## src/imm_pkg.sv

```systemverilog
`default_nettype none
// ----------------------------------------------------------------------------
// imm_pkg
// Shared types, register indexes and helpers of the integer matrix multiply.
// ----------------------------------------------------------------------------
package imm_pkg;

    localparam int DATA_W = 32;   // element and product width
    localparam int DIM_W  = 4;    // width of a dimension register
    localparam int IDX_W  = 3;    // width of a row or column index
    localparam int CNT_W  = 8;    // width of the load counter

    // Configuration register indexes
    localparam logic [1:0] REG_ROWS_A    = 2'd0;
    localparam logic [1:0] REG_INNER_DIM = 2'd1;
    localparam logic [1:0] REG_COLS_B    = 2'd2;

    // Tag that travels with one multiply-accumulate through the datapath
    typedef struct packed {
        logic             first;      // first term of an inner product
        logic             last_term;  // last term of an inner product
        logic [IDX_W-1:0] row;
        logic [IDX_W-1:0] col;
        logic             final_elem; // last product element of the run
    } mac_tag_t;

    // Command from the controller to the datapath
    typedef struct packed {
        logic     wr_a;   // write the request element into the A store
        logic     wr_b;   // write the request element into the B store
        logic     issue;  // read one A/B pair and start a MAC
        mac_tag_t tag;
    } imm_cmd_t;

    // Clamp a dimension register to 1..maxd
    function automatic logic [DIM_W-1:0] eff_dim(input logic [DIM_W-1:0] v,
                                                 input logic [DIM_W-1:0] maxd);
        logic [DIM_W-1:0] res;
        begin
            if (v == '0) begin
                res = {{(DIM_W-1){1'b0}}, 1'b1};
            end else if (v > maxd) begin
                res = maxd;
            end else begin
                res = v;
            end
            return res;
        end
    endfunction

endpackage
`default_nettype wire

```

## src/imm_ctrl.sv

```systemverilog
`default_nettype none
// ----------------------------------------------------------------------------
// imm_ctrl
// Dimension registers, load counter and the loop sequencer of the burst.
// ----------------------------------------------------------------------------
module imm_ctrl #(
    parameter int MAX_DIM = 8,
    parameter int AW      = 6
) (
    input  wire                          aclk,
    input  wire                          aresetn,
    input  wire                          cfg_we,
    input  wire [1:0]                    cfg_index,
    input  wire [imm_pkg::DIM_W-1:0]     cfg_wdata,
    input  wire                          s_valid,
    output logic                         s_ready,
    input  wire                          pipe_en,
    output imm_pkg::imm_cmd_t            cmd,
    output logic [AW-1:0]                wr_addr,
    output logic [AW-1:0]                rd_a_addr,
    output logic [AW-1:0]                rd_b_addr
);
    import imm_pkg::*;

    typedef enum logic [1:0] {
        ST_LOAD = 2'b01,
        ST_RUN  = 2'b10
    } state_t;

    state_t           state_reg, state_next;
    logic [DIM_W-1:0] rows_a_reg, inner_dim_reg, cols_b_reg;
    logic [CNT_W-1:0] load_count_reg, load_count_next;
    logic [IDX_W-1:0] i_reg, i_next, j_reg, j_next, t_reg, t_next;
    logic [AW-1:0]    a_base_reg, a_base_next;
    logic [AW-1:0]    a_addr_reg, a_addr_next;
    logic [AW-1:0]    b_addr_reg, b_addr_next;

    logic [DIM_W-1:0] r_eff, k_eff, c_eff;
    logic [CNT_W-1:0] n_a, n_b, n_total, lc_eff, lc_inc, b_off;
    logic             accept, in_a;
    logic             t_last, j_last, i_last;

    assign r_eff = eff_dim(rows_a_reg, DIM_W'(MAX_DIM));
    assign k_eff = eff_dim(inner_dim_reg, DIM_W'(MAX_DIM));
    assign c_eff = eff_dim(cols_b_reg, DIM_W'(MAX_DIM));

    assign n_a     = CNT_W'(r_eff) * CNT_W'(k_eff);
    assign n_b     = CNT_W'(k_eff) * CNT_W'(c_eff);
    assign n_total = n_a + n_b;
    assign lc_eff  = (load_count_reg >= n_total) ? '0 : load_count_reg;
    assign lc_inc  = lc_eff + CNT_W'(1);
    assign b_off   = lc_eff - n_a;
    assign in_a    = lc_eff < n_a;

    assign s_ready = (state_reg == ST_LOAD);
    assign accept  = s_valid && s_ready;

    assign t_last = ({1'b0, t_reg} == k_eff - DIM_W'(1));
    assign j_last = ({1'b0, j_reg} == c_eff - DIM_W'(1));
    assign i_last = ({1'b0, i_reg} == r_eff - DIM_W'(1));

    // Commands to the datapath
    always_comb begin
        cmd                 = '0;
        cmd.wr_a            = accept && in_a;
        cmd.wr_b            = accept && !in_a;
        cmd.issue           = (state_reg == ST_RUN);
        cmd.tag.first       = (t_reg == '0);
        cmd.tag.last_term   = t_last;
        cmd.tag.row         = i_reg;
        cmd.tag.col         = j_reg;
        cmd.tag.final_elem  = t_last && j_last && i_last;
    end

    assign wr_addr   = in_a ? AW'(lc_eff) : AW'(b_off);
    assign rd_a_addr = a_addr_reg;
    assign rd_b_addr = b_addr_reg;

    // Next state: load elements, then walk rows, columns and terms
    always_comb begin
        state_next      = state_reg;
        load_count_next = load_count_reg;
        i_next          = i_reg;
        j_next          = j_reg;
        t_next          = t_reg;
        a_base_next     = a_base_reg;
        a_addr_next     = a_addr_reg;
        b_addr_next     = b_addr_reg;
        case (state_reg)
            ST_LOAD: begin
                if (accept) begin
                    if (lc_inc == n_total) begin
                        load_count_next = '0;
                        state_next      = ST_RUN;
                        i_next          = '0;
                        j_next          = '0;
                        t_next          = '0;
                        a_base_next     = '0;
                        a_addr_next     = '0;
                        b_addr_next     = '0;
                    end else begin
                        load_count_next = lc_inc;
                    end
                end
                if (cfg_we && (cfg_index == REG_ROWS_A || cfg_index == REG_INNER_DIM
                               || cfg_index == REG_COLS_B)) begin
                    load_count_next = '0;
                end
            end
            ST_RUN: begin
                if (pipe_en) begin
                    if (!t_last) begin
                        t_next      = t_reg + IDX_W'(1);
                        a_addr_next = a_addr_reg + AW'(1);
                        b_addr_next = b_addr_reg + AW'(c_eff);
                    end else begin
                        t_next = '0;
                        if (j_last) begin
                            j_next      = '0;
                            i_next      = i_reg + IDX_W'(1);
                            a_base_next = a_base_reg + AW'(k_eff);
                            a_addr_next = a_base_reg + AW'(k_eff);
                            b_addr_next = '0;
                            if (i_last) begin
                                state_next = ST_LOAD;
                            end
                        end else begin
                            j_next      = j_reg + IDX_W'(1);
                            a_addr_next = a_base_reg;
                            b_addr_next = AW'({1'b0, j_reg} + DIM_W'(1));
                        end
                    end
                end
            end
            default: begin
                state_next = ST_LOAD;
            end
        endcase
    end

    always_ff @(posedge aclk) begin
        if (!aresetn) begin
            state_reg      <= ST_LOAD;
            load_count_reg <= '0;
            rows_a_reg     <= DIM_W'(1);
            inner_dim_reg  <= DIM_W'(1);
            cols_b_reg     <= DIM_W'(1);
        end else begin
            state_reg      <= state_next;
            load_count_reg <= load_count_next;
            if (cfg_we) begin
                case (cfg_index)
                    REG_ROWS_A:    rows_a_reg    <= cfg_wdata;
                    REG_INNER_DIM: inner_dim_reg <= cfg_wdata;
                    REG_COLS_B:    cols_b_reg    <= cfg_wdata;
                    default:       ;
                endcase
            end
        end
    end

    always_ff @(posedge aclk) begin
        i_reg      <= i_next;
        j_reg      <= j_next;
        t_reg      <= t_next;
        a_base_reg <= a_base_next;
        a_addr_reg <= a_addr_next;
        b_addr_reg <= b_addr_next;
    end

endmodule
`default_nettype wire

```

## config.mk

```make
export PLATFORM = sky130hd
export DESIGN_NAME = imm_ctrl
export DESIGN_NICKNAME = d
export VERILOG_FILES = /design/src/imm_pkg.sv /design/src/imm_ctrl.sv
export SDC_FILE = /design/constraint.sdc
export NUM_CORES = 1
export LEC_CHECK = 0
export BUFFER_PORTS_ARGS = -buffer_cell sky130_fd_sc_hd__buf_2
export CORE_UTILIZATION = 61
export CTS_CLUSTER_DIAMETER = 60
export DETAILED_ROUTE_END_ITERATION = 8
export PLACE_DENSITY_LB_ADDON = 0.08
export SYNTH_ARGS = -nofsm -noshare
export SYNTH_HDL_FRONTEND = slang
export SYNTH_SLANG_ARGS = --single-unit
```

## constraint.sdc

```tcl
create_clock -name aclk -period 12.4 [get_ports aclk]
set_clock_uncertainty 0.05 [all_clocks]
set_input_delay 1.24 -clock aclk [delete_from_list [all_inputs] [get_ports aclk]]
set_output_delay 1.24 -clock aclk [all_outputs]
set_load 0.005 [all_outputs]
```

==> impl_metrics.tcl <==
set metrics [dict create \
    status "finished, final reports clean" \
    overflow 0 \
    yosys_register_bits 49 \
    reg2reg_depth 27 \
    drive_above_1_share_pct 11.6 \
    yosysWarningCount 0 \
    total_power_mw 0.428 \
    antenna_found_initial 0 \
    met2_usage_pct 43.1 \
    insertion_delay_ns 0.31 \
    antenna_left 0 \
    post_cts_resized 0 \
    start_util_pct 63.1 \
    cts_tree "yes" \
    wl_per_cell_um 17.1 \
    gr-max-usage-layer "met1" \
    r2r_slack_ns 3.79 \
    powerDensity_nw_per_um2 82.3 \
    crit_path_max_incr_delay_ns 0.70 \
    n_antenna_cell 0 \
    drt_first_iter_violations 247 \
    hold_path_depth 2 \
    yosysMostFrequentCell "ha_1" \
    drcViolationCount 0 \
    crit_path_end_kind "output port" \
    syn2layout_area_growth_pct 7.17 \
    post_cts_buffers 0 \
    holdWs_ns 0.442 \
    final_util_pct 67.6 \
    htreeDepth 2 \
    slew_viol_final 0 \
    drv_cap 0 \
    clockBufferDepth 2 \
    async_reset_ff_share_pct 0 \
    setup_violations 0 \
    rows 32 \
    cp_common_cell "fa_1" \
    worstPathRequired_ns 11.11 \
    synthDistinctLibCells 63 \
    relSlewSlack_pct 37.2 \
    fin_nets 643 \
    r2r_end "a_base_reg[1]" \
    critPathLaunchType "flop" \
    avgSynthCellArea_um2 9.22 \
    worst_pin_slew_ns 0.937 \
    synth_top_area_cell "edfxtp_1" \
    dpl.hpwl_um 9080 \
    place_area_um2 5100 \
    met3_usage_pct 2.43 \
    grt_start_max_net_pins 24 \
    gp_congestion 1.00 \
    die_area_um2 8310 \
    synth_edf_count 27 \
    largest_reg_flops 8 \
    r2r_start "inner_dim_reg[3]" \
    die_w_um 91.2 \
    rsz0062_at_grt "no" \
    hp-start "cols_b_reg[0]" \
    synth.cell_area_um2 4850 \
    crit_type "flop to output port" \
    hold_viol 0 \
    synth_top_area_share_pct 16.7 \
    fin_setup_tns_ns 0 \
    die_h_um 91.2 \
    synth_flop_cell "edfxtp_1" \
    syn_inst 526 \
    grt_use_total_pct 28.7 \
    grtUsageMet1_pct 45.2 \
    ys_seq_area_share_pct 25.8 \
    hold_class "flop to flop" \
    cts_buffers 5 \
    min_period_over_period_pct 86.8 \
    port_buffers 41 \
    routed-via-count 3913 \
    hold_end "cols_b_reg[0]" \
    synth_nets 612 \
    wl_um 11300 \
    power_leakage_nw 2.41 \
    postCtsHoldBufs 0 \
    viasPerCell 5.93 \
    coreArea_um2 7690 \
    vdd_drop_max_mv 0.0803 \
    worstPathArrival_ns 9.48 \
    cp_max_fo 13 \
    dr.pass1.iters 4 \
    max_freq_mhz 92.9 \
    cts_sinks 49 \
    num_io_pins 42 \
    clk_pin_slew_ns 0.10 \
    synthTopCellsByArea "edfxtp_1 (17%), ha_1 (15%), dfxtp_1 (9.1%)" \
    period_minus_slack_ns 10.77 \
    root_buffer "clkbuf_8" \
    fin_area_um2 5200 \
    synth_common_cells "ha_1 (59), nor2_1 (52), inv_1 (42)" \
    crit_slowest_cell "a21oi_1" \
    grt_pass1_vias 3717 \
    grt_pass1_wl_um 19000 \
]
## placed cells by master, fill, tap and decap left out, types with 16 or more instances in the layout
cell / n
ha_1: 59
inv_1: 42
buf_2: 41
a21oi_1: 24
nand2_1: 34
nor2_1: 52
nor2b_1: 22
fa_1: 16
edfxtp_1: 27
xnor2_1: 27
and2_1: 17
xor2_1: 18
mux2i_1: 17
dfxtp_1: 22
## worst max path at each step
stage | start | to
finish | inner_dim_reg[3] | wr_addr[2]
global route | inner_dim_reg[3] | wr_addr[2]
CTS | inner_dim_reg[3] | wr_addr[2]
detailed placement | inner_dim_reg[3] | wr_addr[2]
global placement | inner_dim_reg[3] | wr_addr[1]
floorplan | inner_dim_reg[3] | wr_addr[1]
## cell type report
| cell class | instances | area (µm²) |
|---|---|---|
| repair buffers | 42 | 213 |
| multi-input cells | 415 | 3340 |
| flip-flops and latches | 49 | 1250 |
| clock inverters | 3 | 26.3 |
| clock buffers | 5 | 68.8 |
| inverters | 44 | 165 |
| fillers | 645 | 2490 |
| well taps | 102 | 128 |
## report_power, final
part	leakage, nW	switching (mW)	internal, mW
combinational	1.93	0.0823	0.0603
sequential	0.443	0.00764	0.177
clock	0.0423	0.0590	0.0411
total	2.41	0.149	0.279
## logic make-up after synthesis
| kind of cell | after synthesis | synth area share (%) |
|---|---|---|
| buffers and inverters | 62 | 5.21 |
| muxes | 21 | 4.44 |
| DFF | 49 | 25.8 |
| and+or+nand+nor | 174 | 18.1 |
| xor gates and xnor gates | 47 | 9.11 |
| adders and majority gates | 75 | 21.8 |
| AOI/OAI and AO/OA | 98 | 15.5 |
## stage by stage
step           std cells  setup slack, ns
2_1_floorplan        526             3.24
3_3_place_gp         652             2.37
3_5_place_dp         652             2.18
4_1_cts              660             1.78
5_1_grt              660             1.05
6_report             660             1.63
## per-layer routing
layer  wire length (µm)  up-vias
met1               5820     1874
li1                   -     1916
met2               4830      116
met3                565        7
met5                  0        -
met4                 69        0
## critical path: cells and delay by family, from the launching register on
family,cells,cell delay (ns)
DFF,1,0.44
muxes,1,0.41
buffers and inverters,4,0.47
xor gates and xnor gates,2,0.37
AOI/OAI and AO/OA,11,3.07
adders and majority gates,7,3.01
and+or+nand+nor,8,1.39
Power figures use the tool's default switching activity.
